`src/hw/rtl/rmf_pkg.sv`:
```
// Shared constants, register codes and control types for the RGB 3x3 median filter.
// No dependencies; every other file of the block refers to it by scoped names.
package rmf_pkg;

    localparam int MAX_WIDTH_DEF    = 2048;
    localparam int CHANNEL_BITS_DEF = 8;
    localparam int MAX_HEIGHT       = 4096;

    localparam int PORT_CHAN_BITS   = 8;
    localparam int TDATA_BITS       = 3 * PORT_CHAN_BITS;

    localparam int CFG_INDEX_BITS   = 1;
    localparam int CFG_DATA_BITS    = 13;
    localparam int WIDTH_REG_BITS   = 12;
    localparam int HEIGHT_REG_BITS  = 13;
    localparam int IN_ROW_BITS      = 13;
    localparam int OUT_ROW_BITS     = 12;

    // configuration register indexes
    localparam logic [CFG_INDEX_BITS-1:0] CFG_IMAGE_WIDTH  = 1'b0;
    localparam logic [CFG_INDEX_BITS-1:0] CFG_IMAGE_HEIGHT = 1'b1;

    localparam logic [WIDTH_REG_BITS-1:0]  WIDTH_RESET  = 12'd640;
    localparam logic [HEIGHT_REG_BITS-1:0] HEIGHT_RESET = 13'd480;

    // tuser codes
    localparam logic ACTION_PIXEL = 1'b0;
    localparam logic ACTION_FLUSH = 1'b1;

    // per-beat decisions made at input time
    typedef struct packed {
        logic res;     // beat produces a result
        logic border;  // result is a border pixel (center passes through)
        logic last;    // result closes the frame
    } rmf_flags_t;

endpackage

```
`src/hw/rtl/rmf_median.sv`:
```
// Pipelined median-of-nine per channel plus the output register.
// Column sort, then max/med/min of ranks, then final med3. Uses rmf_pkg.
module rmf_median #(
    parameter int CHANNEL_BITS = rmf_pkg::CHANNEL_BITS_DEF
) (
    input  logic                                  clk,
    input  logic                                  rst_n,
    input  logic                                  in_valid,
    output logic                                  in_ready,
    input  logic [8:0][2:0][CHANNEL_BITS-1:0]     win,
    input  logic                                  in_border,
    input  logic                                  in_last,
    output logic                                  m_tvalid,
    input  logic                                  m_tready,
    output logic [rmf_pkg::TDATA_BITS-1:0]        m_tdata,
    output logic                                  m_tlast
);

    localparam int CB = CHANNEL_BITS;

    // returns {max, mid, min}
    function automatic logic [2:0][CB-1:0] sort3(input logic [CB-1:0] a,
                                                 input logic [CB-1:0] b,
                                                 input logic [CB-1:0] c);
        logic [CB-1:0] x, y, z, hi, lo, md;
        x  = (a < b) ? a : b;
        y  = (a < b) ? b : a;
        z  = (y < c) ? y : c;
        hi = (y < c) ? c : y;
        lo = (x < z) ? x : z;
        md = (x < z) ? z : x;
        return {hi, md, lo};
    endfunction

    // middle of three: max(min(a,b), min(max(a,b), c))
    function automatic logic [CB-1:0] med3(input logic [CB-1:0] a,
                                           input logic [CB-1:0] b,
                                           input logic [CB-1:0] c);
        logic [CB-1:0] lo, hi, m;
        lo = (a < b) ? a : b;
        hi = (a < b) ? b : a;
        m  = (hi < c) ? hi : c;
        return (m < lo) ? lo : m;
    endfunction

    function automatic logic [CB-1:0] max3(input logic [CB-1:0] a,
                                           input logic [CB-1:0] b,
                                           input logic [CB-1:0] c);
        logic [CB-1:0] m;
        m = (a < b) ? b : a;
        return (m < c) ? c : m;
    endfunction

    function automatic logic [CB-1:0] min3(input logic [CB-1:0] a,
                                           input logic [CB-1:0] b,
                                           input logic [CB-1:0] c);
        logic [CB-1:0] m;
        m = (a < b) ? a : b;
        return (m < c) ? m : c;
    endfunction

    logic                        a_v_reg, b_v_reg, o_v_reg;
    logic                        a_rdy, b_rdy, o_rdy;

    // [channel][column][rank]
    logic [2:0][2:0][2:0][CB-1:0] a_sort_reg;
    logic [2:0][CB-1:0]           a_ctr_reg;
    logic                         a_border_reg, a_last_reg;

    // [channel][0 max of lows, 1 med of mids, 2 min of highs]
    logic [2:0][2:0][CB-1:0]      b_val_reg;
    logic [2:0][CB-1:0]           b_ctr_reg;
    logic                         b_border_reg, b_last_reg;

    logic [2:0][CB-1:0]           o_pix_reg;
    logic                         o_last_reg;

    logic [2:0][2:0][2:0][CB-1:0] a_sort_next;
    logic [2:0][2:0][CB-1:0]      b_val_next;
    logic [2:0][CB-1:0]           o_pix_next;
    logic [2:0][CB-1:0]           med;

    assign o_rdy    = !o_v_reg || m_tready;
    assign b_rdy    = !b_v_reg || o_rdy;
    assign a_rdy    = !a_v_reg || b_rdy;
    assign in_ready = a_rdy;

    always_comb
    begin
        for (int k = 0; k < 3; k++)
        begin
            for (int c = 0; c < 3; c++)
            begin
                a_sort_next[k][c] = sort3(win[c][k], win[3 + c][k], win[6 + c][k]);
            end
            b_val_next[k][0] = max3(a_sort_reg[k][0][0], a_sort_reg[k][1][0],
                                    a_sort_reg[k][2][0]);
            b_val_next[k][1] = med3(a_sort_reg[k][0][1], a_sort_reg[k][1][1],
                                    a_sort_reg[k][2][1]);
            b_val_next[k][2] = min3(a_sort_reg[k][0][2], a_sort_reg[k][1][2],
                                    a_sort_reg[k][2][2]);
            med[k]        = med3(b_val_reg[k][0], b_val_reg[k][1], b_val_reg[k][2]);
            o_pix_next[k] = b_border_reg ? b_ctr_reg[k] : med[k];
        end
    end

    always_ff @(posedge clk or negedge rst_n)
    begin
        if (!rst_n)
        begin
            a_v_reg <= 1'b0;
            b_v_reg <= 1'b0;
            o_v_reg <= 1'b0;
        end
        else
        begin
            if (a_rdy)
                a_v_reg <= in_valid;
            if (b_rdy)
                b_v_reg <= a_v_reg;
            if (o_rdy)
                o_v_reg <= b_v_reg;
        end
    end

    always_ff @(posedge clk)
    begin
        if (a_rdy && in_valid)
        begin
            a_sort_reg   <= a_sort_next;
            a_ctr_reg    <= win[4];
            a_border_reg <= in_border;
            a_last_reg   <= in_last;
        end
        if (b_rdy && a_v_reg)
        begin
            b_val_reg    <= b_val_next;
            b_ctr_reg    <= a_ctr_reg;
            b_border_reg <= a_border_reg;
            b_last_reg   <= a_last_reg;
        end
        if (o_rdy && b_v_reg)
        begin
            o_pix_reg  <= o_pix_next;
            o_last_reg <= b_last_reg;
        end
    end

    assign m_tvalid = o_v_reg;
    assign m_tlast  = o_last_reg;
    assign m_tdata  = {rmf_pkg::PORT_CHAN_BITS'(o_pix_reg[2]),
                       rmf_pkg::PORT_CHAN_BITS'(o_pix_reg[1]),
                       rmf_pkg::PORT_CHAN_BITS'(o_pix_reg[0])};

endmodule

```
`config.mk`:
```
export PLATFORM = sky130hd
export DESIGN_NAME = rmf_median
export DESIGN_NICKNAME = d
export VERILOG_FILES = /design/src/hw/rtl/rmf_pkg.sv /design/src/hw/rtl/rmf_median.sv
export SDC_FILE = /design/constraint.sdc
export NUM_CORES = 1
export LEC_CHECK = 0
export BUFFER_PORTS_ARGS = -buffer_cell sky130_fd_sc_hd__buf_2
export CAP_MARGIN = 5
export CORE_UTILIZATION = 35
export DETAILED_ROUTE_END_ITERATION = 16
export GPL_ROUTABILITY_DRIVEN = 0
export GPL_TIMING_DRIVEN = 0
export PLACE_DENSITY = 0.62
export SLEW_MARGIN = 5
export SYNTH_ARGS = -nofsm -noshare
export SYNTH_HDL_FRONTEND = slang
export SYNTH_SLANG_ARGS = --single-unit
```
`constraint.sdc`:
```
create_clock -name clk -period 16.5 [get_ports clk]
set_input_delay 0.825 -clock clk [delete_from_list [all_inputs] [get_ports clk]]
set_output_delay 0.825 -clock clk [all_outputs]
set_load 0.01 [all_outputs]
```
==> results of run 1 <==
==> critical path, stage by stage <==
cell       delay [ns]
buf_2            0.09
inv_1            0.05
ha_1             0.28
a21o_1           0.18
a2111oi_0        0.36
o21ai_1          0.14
o211ai_2         0.20
clkbuf_1         0.45
mux2_2           0.44
ha_1             0.29
a2111oi_0        0.42
a211oi_1         0.12
a211oi_1         0.34
a31o_2           0.15
buf_2            0.20
mux2i_1          0.41
ha_1             0.33
a21o_1           0.18
a211oi_1         0.26
o21bai_1         0.11
a21o_1           0.18
a21oi_1          0.17
o311a_1          0.18
clkbuf_1         0.25
clkbuf_1         0.38
nand2_1          0.09
and3_1           0.18
==> power groups by stage <==
stage | combinational (mW) | clock [mW] | sequential (mW)
2_1_floorplan | 2.95 | 0 | 1.57
3_3_place_gp | 3.84 | 0 | 1.64
3_5_place_dp | 3.90 | 0 | 1.63
4_1_cts | 3.93 | 1.08 | 1.61
5_1_grt | 4.43 | 1.12 | 1.64
6_report | 3.94 | 1.05 | 1.61
==> through the flow <==
step | hold slack [ns] | cells | util [%] | setup WS [ns]
finish | 0.415 | 4749 | 40.5 | 9.55
global route | 0.391 | 4746 | 40.5 | 9.02
detailed placement | 0.405 | 4657 | 38.6 | 9.08
floorplan | 0.400 | 3261 | - | 9.30
CTS | 0.378 | 4743 | 40.5 | 9.69
global placement | 0.402 | 4653 | 38.5 | 6.60
==> how the worst max path moves through the flow <==
stage / start / endpoint / cells after the start
3_5_place_dp: win[4] / a_sort_reg[8] / 26
2_1_floorplan: m_tready / a_border_reg / 3
5_1_grt: win[76] / a_sort_reg[0] / 27
6_report: win[76] / a_sort_reg[8] / 27
3_3_place_gp: m_tready / a_sort_reg[54] / 4
4_1_cts: win[4] / a_sort_reg[8] / 26
==> cell usage in the layout (no fill, tap or decap), types with 13 or more instances in the layout <==
master | netlist | layout
a21oi_1 | 266 | 266
a221oi_1 | 13 | 13
o21a_1 | 22 | 22
nor2b_1 | 19 | 19
clkbuf_1 | 66 | 74
clkbuf_16 | 0 | 46
nand4_1 | 31 | 31
nand3_1 | 36 | 36
nand2b_1 | 22 | 22
buf_2 | 22 | 270
nor3_1 | 47 | 47
a21o_1 | 99 | 99
nor2_1 | 240 | 240
and2_1 | 17 | 14
a211oi_1 | 27 | 27
ha_1 | 399 | 399
mux2i_1 | 172 | 172
nand2_1 | 324 | 324
a211o_1 | 17 | 17
inv_1 | 443 | 443
o211ai_1 | 16 | 16
o31ai_1 | 14 | 14
o21ai_0 | 272 | 272
a31oi_1 | 16 | 16
mux2_2 | 111 | 111
edfxtp_1 | 365 | 365
==> cell families (layout without fill, tap and decap cells) <==
group	Yosys count	in the layout	synth area share [%]
compound gates	889	889	18.7
fa+ha+maj	399	399	16.6
buf+inv	540	878	6.86
flops	368	368	36.7
mux	284	284	9.92
other cells	0	6	0
simple gates	781	781	11.3
==> timing repair <==
action / CTS / global route
hold buffers: 1 / 0
setup endpoints to repair: 0 / 0
endpoints found under the hold margin: 3 / 0
==> metal layers <==
metal	routed length [µm]	vias up
li1	-	12400
met3	5060	134
met5	139	-
met4	2110	24
met2	36400	609
met1	37800	11400
==> layout make-up <==
cell class	instances	area, µm²	area share, %
diodes	6	15.0	0.0435
plain buffers	97	403	1.17
clock buffers	57	1220	3.54
clock inverters	28	369	1.07
inverters	443	1660	4.82
multi-input cells	2353	17000	49.3
flip-flops and latches	368	11000	32.0
well taps	1144	1430	4.15
repair buffers	253	1360	3.94
==> impl_metrics.toml, run 1 <==
[finish]
finalInstanceArea_um2 = 34500
fillCellCount = 8446
drive_above_1_share_pct = 14.0
nets = 4183
largest_reg_flops = 216
area_growth_pct = 14.6

[routing]
vias_per_cell = 5.17
routedWlPerCell_um = 17.2
drt_first_pass_iters = 7
postRouteAntennaNets = 0
route.detailed.drc = 0
wl_um = 81500
vias = 24500
first_iter_violations = 1584

[synth]
async_reset_ff_share_pct = 0.815
synth_cell_type_count = 82
seq_area_frac_synth_pct = 36.7
netlist_instances = 3261
avgSynthCellArea_um2 = 9.23
synth_top_area_share_pct = 36.4
ys_ff_latch = 368
synth.area.top_cells = "edfxtp_1, ha_1, mux2i_1, inv_1, o21ai_0"
synth_area_um2 = 30100
syn_nets = 3882
synthFlopType = "edfxtp_1"
synth-edff-count = 365
yosys.area.top_type = "edfxtp_1"
ys_warn_count = 0
yosysMostFrequentCell = "inv_1"
synth.top_cells.by_count = "inv_1, ha_1, edfxtp_1"

[clocking]
cts-resized-gates = 0
cts.sinks = 368
clk_pin_slew_ns = 0.05
clk_latency_ns = 0.60
cts-root-buf = "clkbuf_16"
cts_made_buffers = 46
htree_levels = 2
cts_setup_buffers = 0
clk_path_buf_depth = 3
cts_tree = "built"

[setup_path]
worstSetupEndpointType = "flop"
crit_fanout = 10
regToRegSetupSlack_ns = 9.78
critPathArrivalTime_ns = 7.27
critPathKind = "primary input to flop"
worstSetupStartpointType = "primary input"
r2r_start = "b_val_reg[50]"
r2r_end = "m_tdata[16]"
worstPathRequired_ns = 16.82
r2r.worst_path.cells = 22

[power]
worst_ir_drop_vdd_mv = 0.115
switching_share_pct = 43.7
p_clk_share_pct = 16.0
power_density_nw_per_um2 = 191
comb_power_share_pct = 59.6
leakagePower_nw = 15.9
p_int_mw = 3.72
switchingPower_mw = 2.88
power_mw = 6.60
power_frac_seq_pct = 24.4

[sta]
final_hold_viol_count = 0
post-route-period-util_pct = 42.1
slew_headroom_pct = 35.1
finalClockSkew_ns = 0.0245
rsz0062_at_grt = "no"
finalMaxSlewViolations = 0
fin_crit_ns = 6.95
setup_viol = 0
fmax_mhz = 144
worstMarginPinSlew_ns = 0.969
finalSetupTns_ns = 0

[min_path]
min_from = "a_ctr_reg[16]"
hold_class = "flop to flop"
hold_end = "b_ctr_reg[16]"
whs_path_depth = 0

[die]
placementRows = 107
ios = 249
core-area_um2 = 85100
fp.dieH_um = 295
start_util_pct = 35.4
die-width_um = 295
die-area_um2 = 87200

[job]
cap_violations = 0

[grt]
grt_max_degree = 70
grt_pass1_wl_um = 127000
use_met2_pct = 29.6
use_met3_pct = 3.77
grt_busiest_layer = "met2"
grt_use_met1_pct = 25.2
grt_overflow_total = 0
grt_use_total_pct = 18.5
grt_pass1_vias = 23200
antenna_found_initial = 21

[placement]
hpwl_um = 66800
io_buffer_count = 248
placed_cell_area_um2 = 32900

[run_status]
status = "finished, final reports clean"
No activity file was read; power rests on OpenSTA's default activity.
==> inputs of run 2 (changes only) <==
- ABC_AREA: not set -> 1
- PLACE_DENSITY: 0.62 -> 0.64
- clock period: 16.5 -> 5.6 ns (I/O delays scaled with it)
==> impl_metrics.toml, run 2 <==
[setup_path]
critPathMaxStageDelay_ns = 0.45
r2r_end = "b_val_reg[9]"
critPathArrivalTime_ns = 5.48
crit_fanout = 10
crit_buf_inv = 4
worstPathRequired_ns = 5.93
r2r.worst_path.cells = 25
path_delay_family = "compound AO/OA/AOI/OAI gates"
critPathKind = "flop to flop"
cp_common_cell = "nand2_1"
regToRegSetupSlack_ns = 0.45
worstSetupStartpointType = "flop"
crit_slowest_cell = "edfxtp_1"
r2r_start = "a_sort_reg[13]"
cp-startpoint = "a_sort_reg[13]"
worstSetupEndpointType = "flop"
cp.depth = 25

[sta]
hold_slack_ns = 0.0626
setup_ws_ns = 0.450
slew_headroom_pct = 51.4
post-route-period-util_pct = 92.0
final_hold_viol_count = 0
fmax_mhz = 194
worstMarginPinSlew_ns = 0.730
fin_crit_ns = 5.15
setup_viol = 0
finalClockSkew_ns = 0.0297
finalMaxSlewViolations = 0

[clocking]
clk_latency_ns = 0.59
clk_pin_slew_ns = 0.06
clk_path_buf_depth = 3
cts_made_buffers = 44
cts-root-buf = "clkbuf_16"
htree_levels = 2
cts_tree = "built"
cts.sinks = 368

[die]
fp.dieH_um = 296
core-area_um2 = 85300
ios = 249
start_util_pct = 35.4
placementRows = 107
die-area_um2 = 87300
die-width_um = 296

[routing]
vias = 26400
routedWlPerCell_um = 14.1
first_iter_violations = 1628
drt_first_pass_iters = 5
wl_um = 78000
route.detailed.drc = 0
postRouteAntennaNets = 0
vias_per_cell = 4.79

[finish]
drive_above_1_share_pct = 10.8
finalInstanceArea_um2 = 35000
mostFrequentLayoutCells = "nand2_1, inv_1, o21ai_0"
nets = 4955
largest_reg_flops = 216
layout_commonest_cell = "nand2_1"
area_growth_pct = 16.0

[synth]
seq_area_frac_synth_pct = 36.6
avgSynthCellArea_um2 = 7.54
yosysMostFrequentCell = "nand2_1"
synth_area_um2 = 30200
syn_nets = 4621
async_reset_ff_share_pct = 0.815
synth-edff-count = 365
synth_cell_type_count = 26
synth.area.top_cells = "edfxtp_1, ha_1, nand2_1, inv_1, o21ai_0"
netlist_instances = 4000
synthFlopType = "edfxtp_1"
ys_ff_latch = 368
synth_top_area_share_pct = 36.3
synth.top_cells.by_count = "nand2_1, inv_1, o21ai_0"
ys_warn_count = 0
yosys.area.top_type = "edfxtp_1"

[grt]
antenna_found_initial = 4
grt_overflow_total = 0
grt_use_total_pct = 17.6
grt_max_degree = 66
grt_pass1_wl_um = 123000
grt_pass1_vias = 24400

[placement]
hpwl_um = 63900
io_buffer_count = 248
placed_cell_area_um2 = 33000
place_ws_ns = -0.0445

[power]
worst_ir_drop_vdd_mv = 0.368
power_density_nw_per_um2 = 614
leakagePower_nw = 17.5

[run_status]
status = "finished, final reports clean"

[min_path]
hold_class = "primary input to async pin"

[job]
cap_violations = 0
==> run 2: cell types whose count changed after synthesis, sizes merged, moves of 81 or more <==
cell | previous run | this run
a21o | 99 | 0
inv | 443 | 608
mux2 | 112 | 0
mux2i | 172 | 0
nand2 | 324 | 1318
nand3 | 36 | 282
nor2 | 241 | 160
o21ai | 282 | 454
==> run 2: logic make-up after synthesis <==
logic type,share of synthesized area [%]
AND/OR/NAND/NOR,24.6
AO/OA/AOI/OAI,12.7
adder cells (fa/ha/maj),16.6
flip-flops,36.6
buffers and inverters,9.53
==> run 2: stage by stage <==
step,cells,util (%),setup TNS (ns),power [mW]
floorplan,4000,-,0,14.7
global placement,5392,38.5,-261.45,17.8
detailed placement,5401,38.7,-0.269,18.2
CTS,5511,40.9,0,21.4
global route,5516,41.0,-0.00548,23.8
finish,5516,41.0,0,21.5
==> run 2: area by class of cell <==
type / count / area (µm²)
sequential: 368 / 11000
inverter: 608 / 2290
tap: 1144 / 1430
buffer: 119 / 596
antenna: 3 / 7.51
clock inverter: 34 / 432
clock buffer: 47 / 1110
timing repair buffer: 288 / 1740
multi-input combinational: 2905 / 16300
fill: 8699 / 50300
==> run 2: worst max-delay path by stage <==
stage	to	slack, ns
after floorplan	a_border_reg	0.76
after global placement	a_sort_reg[19]	-1.11
after detailed placement	b_val_reg[9]	-0.04
after CTS	b_val_reg[58]	0.04
after global routing	a_sort_reg[174]	-0.005
final	b_val_reg[9]	0.45
==> run 2: timing repair <==
item	CTS	global route
hold endpoints to repair	31	0
hold buffers	29	0
buffers inserted	0	2
endpoints found under the setup margin	8	72
gates resized for setup	1	19
pin swaps	0	1
==> run 2: power breakdown <==
part | total [mW] | switching (mW) | internal, mW | leakage (nW)
clock network | 3.04 | 1.21 | 1.83 | 0.743
registers | 4.99 | 0.457 | 4.54 | 3.60
logic | 13.4 | 8.80 | 4.64 | 13.1
total | 21.5 | 10.5 | 11.0 | 17.5
==> run 2: per-layer routing <==
layer | GRT usage, % | wire length, µm
met1 | 23.1 | 35800
met2 | 30.1 | 37000
met3 | 2.28 | 3300
met4 | 5.02 | 1800
met5 | 0 | 0
