[src/hw/rtl/rmf_pkg.sv]
// Shared constants, register codes and control types for the RGB 3x3 median filter.
// No dependencies; every other file of the block refers to it by scoped names.
package rmf_pkg;

    localparam int MAX_WIDTH_DEF    = 2048;
    localparam int CHANNEL_BITS_DEF = 8;
    localparam int MAX_HEIGHT       = 4096;

    localparam int PORT_CHAN_BITS   = 8;
    localparam int TDATA_BITS       = 3 * PORT_CHAN_BITS;

    localparam int CFG_INDEX_BITS   = 1;
    localparam int CFG_DATA_BITS    = 13;
    localparam int WIDTH_REG_BITS   = 12;
    localparam int HEIGHT_REG_BITS  = 13;
    localparam int IN_ROW_BITS      = 13;
    localparam int OUT_ROW_BITS     = 12;

    // configuration register indexes
    localparam logic [CFG_INDEX_BITS-1:0] CFG_IMAGE_WIDTH  = 1'b0;
    localparam logic [CFG_INDEX_BITS-1:0] CFG_IMAGE_HEIGHT = 1'b1;

    localparam logic [WIDTH_REG_BITS-1:0]  WIDTH_RESET  = 12'd640;
    localparam logic [HEIGHT_REG_BITS-1:0] HEIGHT_RESET = 13'd480;

    // tuser codes
    localparam logic ACTION_PIXEL = 1'b0;
    localparam logic ACTION_FLUSH = 1'b1;

    // per-beat decisions made at input time
    typedef struct packed {
        logic res;     // beat produces a result
        logic border;  // result is a border pixel (center passes through)
        logic last;    // result closes the frame
    } rmf_flags_t;

endpackage

[src/hw/rtl/rmf_ctrl.sv]
// Configuration registers, raster position counters and post-reset line store clear.
// Depends on rmf_pkg for register codes, widths and the flags struct.
module rmf_ctrl #(
    parameter int MAX_WIDTH = rmf_pkg::MAX_WIDTH_DEF,
    localparam int CB = $clog2(MAX_WIDTH)
) (
    input  logic                                 clk,
    input  logic                                 rst_n,
    input  logic                                 cfg_we,
    input  logic [rmf_pkg::CFG_INDEX_BITS-1:0]   cfg_index,
    input  logic [rmf_pkg::CFG_DATA_BITS-1:0]    cfg_data,
    input  logic                                 accept,
    output logic [CB-1:0]                        idx,
    output rmf_pkg::rmf_flags_t                  flags,
    output logic                                 clr_busy,
    output logic [CB-1:0]                        clr_addr
);

    localparam int WB = $clog2(MAX_WIDTH + 1);
    localparam int CW = (WB > rmf_pkg::WIDTH_REG_BITS) ? WB : rmf_pkg::WIDTH_REG_BITS;
    localparam int HB = rmf_pkg::HEIGHT_REG_BITS;
    localparam int IRB = rmf_pkg::IN_ROW_BITS;
    localparam int ORB = rmf_pkg::OUT_ROW_BITS;

    logic [rmf_pkg::WIDTH_REG_BITS-1:0]  width_reg;
    logic [rmf_pkg::HEIGHT_REG_BITS-1:0] height_reg;

    logic [CB-1:0]  in_col_reg,  in_col_next;
    logic [IRB-1:0] in_row_reg,  in_row_next;
    logic [CB-1:0]  out_col_reg, out_col_next;
    logic [ORB-1:0] out_row_reg, out_row_next;

    logic           clr_busy_reg;
    logic [CB-1:0]  clr_addr_reg;

    logic [CW-1:0]  w_raw;
    logic [CW-1:0]  w_lim;
    logic [WB-1:0]  w_eff;
    logic [HB-1:0]  h_eff;
    logic           in_col_end;
    logic           out_col_end;
    logic           out_row_end;
    logic           res;
    logic           last;

    // config writes
    always_ff @(posedge clk or negedge rst_n)
    begin
        if (!rst_n)
        begin
            width_reg  <= rmf_pkg::WIDTH_RESET;
            height_reg <= rmf_pkg::HEIGHT_RESET;
        end
        else if (cfg_we)
        begin
            case (cfg_index)
                rmf_pkg::CFG_IMAGE_WIDTH:
                    width_reg <= cfg_data[rmf_pkg::WIDTH_REG_BITS-1:0];
                rmf_pkg::CFG_IMAGE_HEIGHT:
                    height_reg <= cfg_data[rmf_pkg::HEIGHT_REG_BITS-1:0];
                default:
                begin
                end
            endcase
        end
    end

    // clamp geometry to its legal range
    always_comb
    begin
        w_raw = CW'(width_reg);
        if (w_raw == '0)
            w_lim = CW'(1);
        else if (w_raw > CW'(MAX_WIDTH))
            w_lim = CW'(MAX_WIDTH);
        else
            w_lim = w_raw;
        w_eff = WB'(w_lim);

        if (height_reg == '0)
            h_eff = HB'(1);
        else if (height_reg > HB'(rmf_pkg::MAX_HEIGHT))
            h_eff = HB'(rmf_pkg::MAX_HEIGHT);
        else
            h_eff = height_reg;
    end

    assign in_col_end  = (WB'(in_col_reg) + WB'(1)) >= w_eff;
    assign out_col_end = (WB'(out_col_reg) + WB'(1)) >= w_eff;
    assign out_row_end = (HB'(out_row_reg) + HB'(1)) >= h_eff;

    assign res  = (in_row_reg >= IRB'(2)) || ((in_row_reg == IRB'(1)) && (in_col_reg != '0));
    assign last = out_row_end && out_col_end;

    assign idx          = in_col_reg;
    assign flags.res    = res;
    assign flags.border = (out_row_reg == '0) || out_row_end || (out_col_reg == '0) || out_col_end;
    assign flags.last   = last;

    always_comb
    begin
        in_col_next  = in_col_reg;
        in_row_next  = in_row_reg;
        out_col_next = out_col_reg;
        out_row_next = out_row_reg;
        if (accept)
        begin
            if (in_col_end)
            begin
                in_col_next = '0;
                in_row_next = in_row_reg + 1'b1;
            end
            else
            begin
                in_col_next = in_col_reg + 1'b1;
            end
            if (res)
            begin
                if (last)
                begin
                    in_col_next  = '0;
                    in_row_next  = '0;
                    out_col_next = '0;
                    out_row_next = '0;
                end
                else if (out_col_end)
                begin
                    out_col_next = '0;
                    out_row_next = out_row_reg + 1'b1;
                end
                else
                begin
                    out_col_next = out_col_reg + 1'b1;
                end
            end
        end
    end

    always_ff @(posedge clk or negedge rst_n)
    begin
        if (!rst_n)
        begin
            in_col_reg  <= '0;
            in_row_reg  <= '0;
            out_col_reg <= '0;
            out_row_reg <= '0;
        end
        else
        begin
            in_col_reg  <= in_col_next;
            in_row_reg  <= in_row_next;
            out_col_reg <= out_col_next;
            out_row_reg <= out_row_next;
        end
    end

    // zero the line store, one entry per cycle, after reset
    always_ff @(posedge clk or negedge rst_n)
    begin
        if (!rst_n)
        begin
            clr_busy_reg <= 1'b1;
            clr_addr_reg <= '0;
        end
        else if (clr_busy_reg)
        begin
            if (clr_addr_reg == CB'(MAX_WIDTH - 1))
                clr_busy_reg <= 1'b0;
            clr_addr_reg <= clr_addr_reg + 1'b1;
        end
    end

    assign clr_busy = clr_busy_reg;
    assign clr_addr = clr_addr_reg;

endmodule

[config.mk]
export PLATFORM = sky130hd
export DESIGN_NAME = rmf_ctrl
export DESIGN_NICKNAME = d
export VERILOG_FILES = /design/src/hw/rtl/rmf_pkg.sv /design/src/hw/rtl/rmf_ctrl.sv
export SDC_FILE = /design/constraint.sdc
export NUM_CORES = 1
export LEC_CHECK = 0
export BUFFER_PORTS_ARGS = -buffer_cell sky130_fd_sc_hd__buf_2
export CAP_MARGIN = 40
export CORE_MARGIN = 1
export CORE_UTILIZATION = 50
export CTS_CLUSTER_DIAMETER = 200
export DETAILED_ROUTE_END_ITERATION = 8
export GPL_TIMING_DRIVEN = 0
export PLACE_DENSITY = 0.68
export REMOVE_ABC_BUFFERS = 1
export SYNTH_ARGS = -nofsm -noshare
export SYNTH_HDL_FRONTEND = slang
export SYNTH_SLANG_ARGS = --single-unit
export TNS_END_PERCENT = 20
[constraint.sdc]
create_clock -name clk -period 3.4 [get_ports clk]
set_input_delay 0.34 -clock clk [delete_from_list [all_inputs] [get_ports clk]]
set_output_delay 0.34 -clock clk [all_outputs]
set_load 0.02 [all_outputs]
==> summary.txt, run 1 <==
Status
  • Status: finished clean

Worst setup path
  • CP max FO: 4
  • Crit path largest cell delay: 0.45 ns
  • Critical Path RT: 3.06 ns
  • Kind of critical path: reg2out
  • Crit path launch type: flip-flop
  • Crit end category: primary output
  • Slowest cell on the critical path: dfrtp_1
  • WP buf/inv: 2
  • Crit-path cells: ha_4, nand3_4, nor2_4, nand4_1, xnor2_2, ha_1, a21oi_2, o21a_1, o221ai_2, a21oi_2, buf_6, nand4_1, buf_4
  • Delay-heaviest family, CP: compound AO/OA/AOI/OAI gates
  • CP arrival: between 2 and 3 ns

Place
  • Port Buffers: 43
  • Post-DP HPWL: 8930 um
  • Placed cells: slightly above 700
  • Placement Cell Area: between 0.005 and 0.006 sq mm
  • GP Congestion: 0.852

Yosys
  • Asr flop ratio synth: between 90% and 100%
  • Cell taking the most area after synthesis: dfrtp_1
  • Synth top area share: between 30 and 40%
  • Post-synthesis cell count: 554
  • Post-synthesis cell area: 0.00539 sq mm
  • Ys Warns: 0
  • Post-synthesis register bit count: 84
  • Post-synthesis cell type count: 62
  • Sequential share of the synthesized area: about two fifths
  • Synth top area cells: dfrtp_1 36%, ha_1 11%, mux2_2 5.4%
  • Synth Flop Type: dfrtp_1
  • Post-synthesis area per instance: 9.73 sq um
  • Post-synth EDFFs: 0

GRT
  • Initial antenna violation count: 0
  • Vias in the first global route: 4211
  • Largest net degree at the start of global routing: 59
  • First-pass GRT wire length: 20200 um
  • Gr usage total: a little under a quarter
  • GRT overflow: 0

Power
  • P_leak: between 0.002 and 0.003 uW
  • Pint: 2170 uW
  • Comb pwr share: 42.7%
  • Switching part of the total: 42.4%
  • IR Drop Worst-Case VDD: a little under 0.4 mV
  • Power share of the clock group: 19.3%
  • Net Sw Power: 1590 uW
  • Power Dens Cells: roughly 600 mW/mm^2
  • Sequential power share: 38.0%

STA
  • Skew final: approximately 0.014 ns
  • RSZ-0062 raised after global routing: yes
  • Final hold vios: 0
  • Worst slew pin tran: 0.810 ns
  • Setup Viol. Count Final: 0
  • Max Clk Rate: 0.302 GHz
  • Minimum clock period: 3.31 ns
  • Slew Viols, Final: 0
  • Setup tns final: 0 ns
  • Slew Limit Headroom: 45.8%
  • Fin crit share: 97.3%

Finish
  • Nets: 678
  • Most frequent cells in the layout: 74 x dfrtp_1, 68 x nand2_1, 45 x ha_1
  • Fraction of layout cells with a size suffix above 1: 28.5%
  • Diodes inserted: 0
  • Area growth syn-to-layout: 17.1%
  • Commonest non-fill, non-tap cell in the layout: dfrtp_1
  • Fin area: 0.00631 sq mm
  • Layout Cells excl Fill: 754

Floorplanning
  • Num rows: 37
  • Die Y-Extent: approximately 110 um
  • Core area: roughly 0.010 sq mm
  • Initial core utilization: 52.0%
  • Die ar.: around 0.011 sq mm
  • I/O pins: 44
  • Chip width: 106 um

Detailed routing
  • Wl on met1: 5530 um
  • Drt total wl: 12600 um
  • DR vias: 4375
  • DRT antenna net count: 0
  • Vias per cell: between 5 and 6
  • Metal2 WL: 6450 um
  • Residual DRC: 0
  • Pre-Repair DR Iteration Count: 5
  • Met3 Wirelength: 466 um
  • Drt initial violations: 245
  • Top sig layer: met4
  • Wirelength per Cell: 16.8 um

Clock tree
  • CTS tree: built
  • CTS H-tree depth: 3
  • Root Driver: clkbuf_8
  • CTS sink cnt: 84
  • Worst-Skew Late Latency: 0.39 ns
  • Clock transition at path regs: 0.10 ns
  • TritonCTS Buffers: 9
  • Maximum clock path buffer count: 2

Flow run
  • Max-cap viol count: 0

Hold path
  • Worst hold path type: in2reg
layer usage:
layer  global-route usage [%]  vias to the layer above
met5                        0                        -
met4                     7.64                        0
met3                     4.82                       16
met2                     39.2                       77
met1                     29.1                     2154
li1                         -                     2128
layout make-up:
class                      count  area [sq um]
clock buffer                   9           124
clock inverter                 7          78.8
fill                         888          4060
inverter                      24          90.1
multi-input combinational    425          3270
sequential                    84          2110
tap                          136           170
timing repair buffer          69           468
cell families (layout without fill, tap and decap cells):
kind of cell / count (synthesis) / in the layout / share of synthesized area (%)
and+or+nand+nor: 206 / 206 / 19.8
adders and majority gates: 47 / 47 / 10.9
DFF: 84 / 84 / 39.1
AOI/OAI and AO/OA: 104 / 105 / 14.0
muxes: 28 / 28 / 5.80
buffers and inverters: 46 / 109 / 4.01
xor gates and xnor gates: 39 / 39 / 6.33
final timing paths:
path / start / end / slack [ns] / cells after the start
max: out_row_reg[0]$_DFFE_PN0P_ / flags[1] / 0.09 / 13
min: cfg_data[12] / height_reg[12]$_DFFE_PN0P_ / 0.18 / 2
max reg2reg: out_row_reg[0]$_DFFE_PN0P_ / idx[3]$_DFFE_PN0P_ / 0.16 / 13
min reg2reg: clr_addr[7]$_DFFE_PN0P_ / clr_addr[7]$_DFFE_PN0P_ / 0.49 / 1
max in group asynchronous: rst_n / w_raw[7]$_DFFE_PN1P_ / 2.32 / 3
min in group asynchronous: rst_n / in_row_reg[4]$_DFFE_PN0P_ / 0.42 / 2
cell usage after synthesis (all sizes together) (6+ instances only):
cell    count
nor3       11
o211ai      6
or3         9
xnor2      25
a21o        7
nor2       30
and3       13
o21ai      24
a31oi       8
mux2       26
buf        12
nand3      34
dfstp       7
a22o        8
dfrtp      77
ha         47
inv        24
nand4      12
xor2       14
a21oi      24
clkbuf     10
nand2      69
nor4       10
power by group through the flow:
stage | Sequential [uW] | Clock [uW] | Combinational (uW)
final | 1430 | 727 | 1610
after floorplan | 1420 | 0 | 968
after global placement | 1420 | 0 | 1300
after CTS | 1410 | 754 | 1460
after global routing | 1460 | 780 | 1770
after detailed placement | 1430 | 0 | 1390
timing repair:
action | in CTS | in global routing
resized for setup | 17 | 25
setup buffers | 6 | 14
pin swaps | 3 | 11
endpoints found under the setup margin | 19 | 24
cloned | 0 | 1
hold buffers | 1 | 0
endpoints found under the hold margin | 25 | 0
through the flow:
step	worst slack, ns	utilization [%]	hold slack (ns)	power [uW]
finish	0.0932	60.9	0.178	3760
global route	-0.0802	60.9	0.176	4010
CTS	0.00992	58.4	0.166	3630
detailed placement	-0.185	55.2	0.293	2820
global placement	-0.459	54.5	0.471	2710
floorplan	0.235	-	0.0444	2380
No activity file was read; power rests on OpenSTA's default activity.
==> inputs of run 2 (changes only) <==
--- a/config.mk
+++ b/config.mk
@@ -11,7 +11,6 @@
 export CORE_UTILIZATION = 50
 export CTS_CLUSTER_DIAMETER = 200
 export DETAILED_ROUTE_END_ITERATION = 8
-export GPL_TIMING_DRIVEN = 0
 export PLACE_DENSITY = 0.68
 export REMOVE_ABC_BUFFERS = 1
 export SYNTH_ARGS = -nofsm -noshare
==> run 2 against run 1 <==
Against the previous run:
- die area unchanged
- highest routed layer unchanged
- critical endpoint unchanged
- critical path type unchanged
- setup slack worse by 0.0023 ns
- sequential share of layout area up 0.90 points
- global-route usage up 0.74 points
- clock-buffer cell count up 3
- non-clock buffer count down 8
- worst hold slack better by 0.025 ns
- clock skew down 0.0031 ns
- critical path depth down 1
- maximum frequency about the same
==> summary.txt, run 2 (synthesis gave the netlist of run 1 again) <==
Status
  • Status: finished clean

Finish
  • Fraction of layout cells with a size suffix above 1: 26.6%
  • Layout Cells excl Fill: between 700 and 800
  • Diodes inserted: 0
  • Fin area: 0.00615 sq mm
  • Commonest non-fill, non-tap cell in the layout: dfrtp_1
  • Most frequent cells in the layout: 73 x dfrtp_1, 68 x nand2_1, 44 x ha_1
  • Area growth syn-to-layout: 14.1%
  • Nets: 669

Power
  • P_leak: roughly 0.0029 uW
  • Net Sw Power: 1480 uW
  • Power share of the clock group: 21.1%
  • Power Dens Cells: 598 mW/mm^2
  • Comb pwr share: 40.8%
  • Pint: 2190 uW
  • IR Drop Worst-Case VDD: 0.429 mV
  • Switching part of the total: 40.3%
  • Sequential power share: 38.2%

STA
  • PnR worst setup slack: between 0.09 and 0.1 ns
  • Skew final: approximately 0.010 ns
  • Final hold vios: 0
  • Max Clk Rate: 0.302 GHz
  • Setup Viol. Count Final: 0
  • Minimum clock period: 3.31 ns
  • Fin crit share: 97.3%
  • Slew Limit Headroom: 63.2%
  • Worst slew pin tran: 0.550 ns
  • Slew Viols, Final: 0
  • Hold_ws: 0.203 ns

Clock tree
  • CTS tree: built
  • Clock transition at path regs: 0.09 ns
  • CTS sink cnt: 84
  • TritonCTS Buffers: 9
  • CTS H-tree depth: 3
  • Root Driver: clkbuf_8
  • Worst-Skew Late Latency: 0.37 ns
  • Maximum clock path buffer count: 2

Place
  • Pre-CTS setup slack: about 0.025 ns
  • GP Congestion: 0.882
  • Placement Cell Area: 0.00576 sq mm
  • Post-DP HPWL: ~9200 um
  • Port Buffers: 43
  • Placed cells: about 720

Flow run
  • Max-cap viol count: 0

GRT
  • GRT overflow: 0
  • Initial antenna violation count: 0
  • Largest net degree at the start of global routing: between 50 and 60
  • Vias in the first global route: 4322
  • Gr usage total: about a quarter
  • First-pass GRT wire length: 21200 um

Worst setup path
  • Crit path launch type: flip-flop
  • Critical Path RT: ~3 ns
  • CP max FO: 4
  • CP arrival: 2.97 ns
  • Crit end category: primary output
  • Kind of critical path: reg2out

Floorplanning
  • I/O pins: 44
  • Core area: 0.0104 sq mm
  • Initial core utilization: between 50% and 60%
  • Num rows: 37
  • Die ar.: approximately 0.011 sq mm
  • Die Y-Extent: about 110 um
  • Chip width: 106 um

Detailed routing
  • Residual DRC: 0
  • DRT antenna net count: 0
  • Drt total wl: 12500 um
  • Drt initial violations: 399
  • DR vias: between 4000 and 5000
  • Vias per cell: 5.85
  • Pre-Repair DR Iteration Count: 6
  • Wirelength per Cell: 16.7 um

Hold path
  • Worst hold path type: in2reg
[run 2: per-layer routing]
metal | track usage (%) | up-vias | share of wire [%]
li1 | - | 2099 | -
met2 | 38.6 | 103 | 48
met1 | 32.1 | 2142 | 47
met5 | 0 | - | 0
met4 | 6.45 | 0 | 1.3
met3 | 5.13 | 15 | 4.3
[run 2: timing repair]
item,CTS,global route
endpoints found under the hold margin,27,0
hold buffers,1,0
pin swaps,1,6
cloned,0,0
resized for setup,6,25
buffers inserted,5,0
setup endpoints to repair,3,27
[run 2: worst paths after layout]
kind                                         endpoint  cells after the start                       start  slack (ns)
max                                          flags[1]                     12  out_row_reg[0]$_DFFE_PN0P_        0.09
min                        height_reg[12]$_DFFE_PN0P_                      2                cfg_data[12]        0.20
max reg2reg                        idx[5]$_DFFE_PN0P_                     12  out_row_reg[0]$_DFFE_PN0P_        0.24
min reg2reg                   clr_addr[9]$_DFFE_PN0P_                      1     clr_addr[9]$_DFFE_PN0P_        0.50
max in group asynchronous        w_raw[9]$_DFFE_PN1P_                      3                       rst_n        2.29
min in group asynchronous  in_row_reg[12]$_DFFE_PN0P_                      2                       rst_n        0.43
[run 2: power groups by stage]
stage | logic (uW) | clock network (uW) | registers [uW]
3_3_place_gp | 1370 | 0 | 1400
2_1_floorplan | 968 | 0 | 1420
6_report | 1500 | 775 | 1400
5_1_grt | 1690 | 822 | 1430
4_1_cts | 1470 | 789 | 1390
3_5_place_dp | 1420 | 0 | 1410
[run 2: final cells by class]
class,instances,area (sq um)
Inverter,24,90.1
Timing Repair Buffer,61,378
Tap cell,136,170
Multi-Input combinational cell,424,3190
Fill cell,917,4220
Sequential cell,84,2120
Clock inverter,4,55.1
Clock buffer,12,155
[run 2: worst max-delay path: stages (launching register included)]
cell      delay (ns)
dfrtp_1         0.44
buf_4           0.15
and3_1          0.14
nand3_1         0.12
nor2_2          0.22
and3_4          0.24
xor2_2          0.18
ha_1            0.27
a21oi_1         0.17
o221ai_2        0.14
a21oi_2         0.22
nand4_1         0.13
buf_2           0.18
[run 2: metrics by stage]
| step | setup TNS, ns | util (%) | total power [uW] |
|---|---|---|---|
| 2_1_floorplan | 0 | - | 2380 |
| 3_3_place_gp | 0 | 55.2 | 2770 |
| 3_5_place_dp | 0 | 55.6 | 2830 |
| 4_1_cts | 0 | 58.3 | 3650 |
| 5_1_grt | -0.0127 | 59.3 | 3950 |
| 6_report | 0 | 59.3 | 3680 |
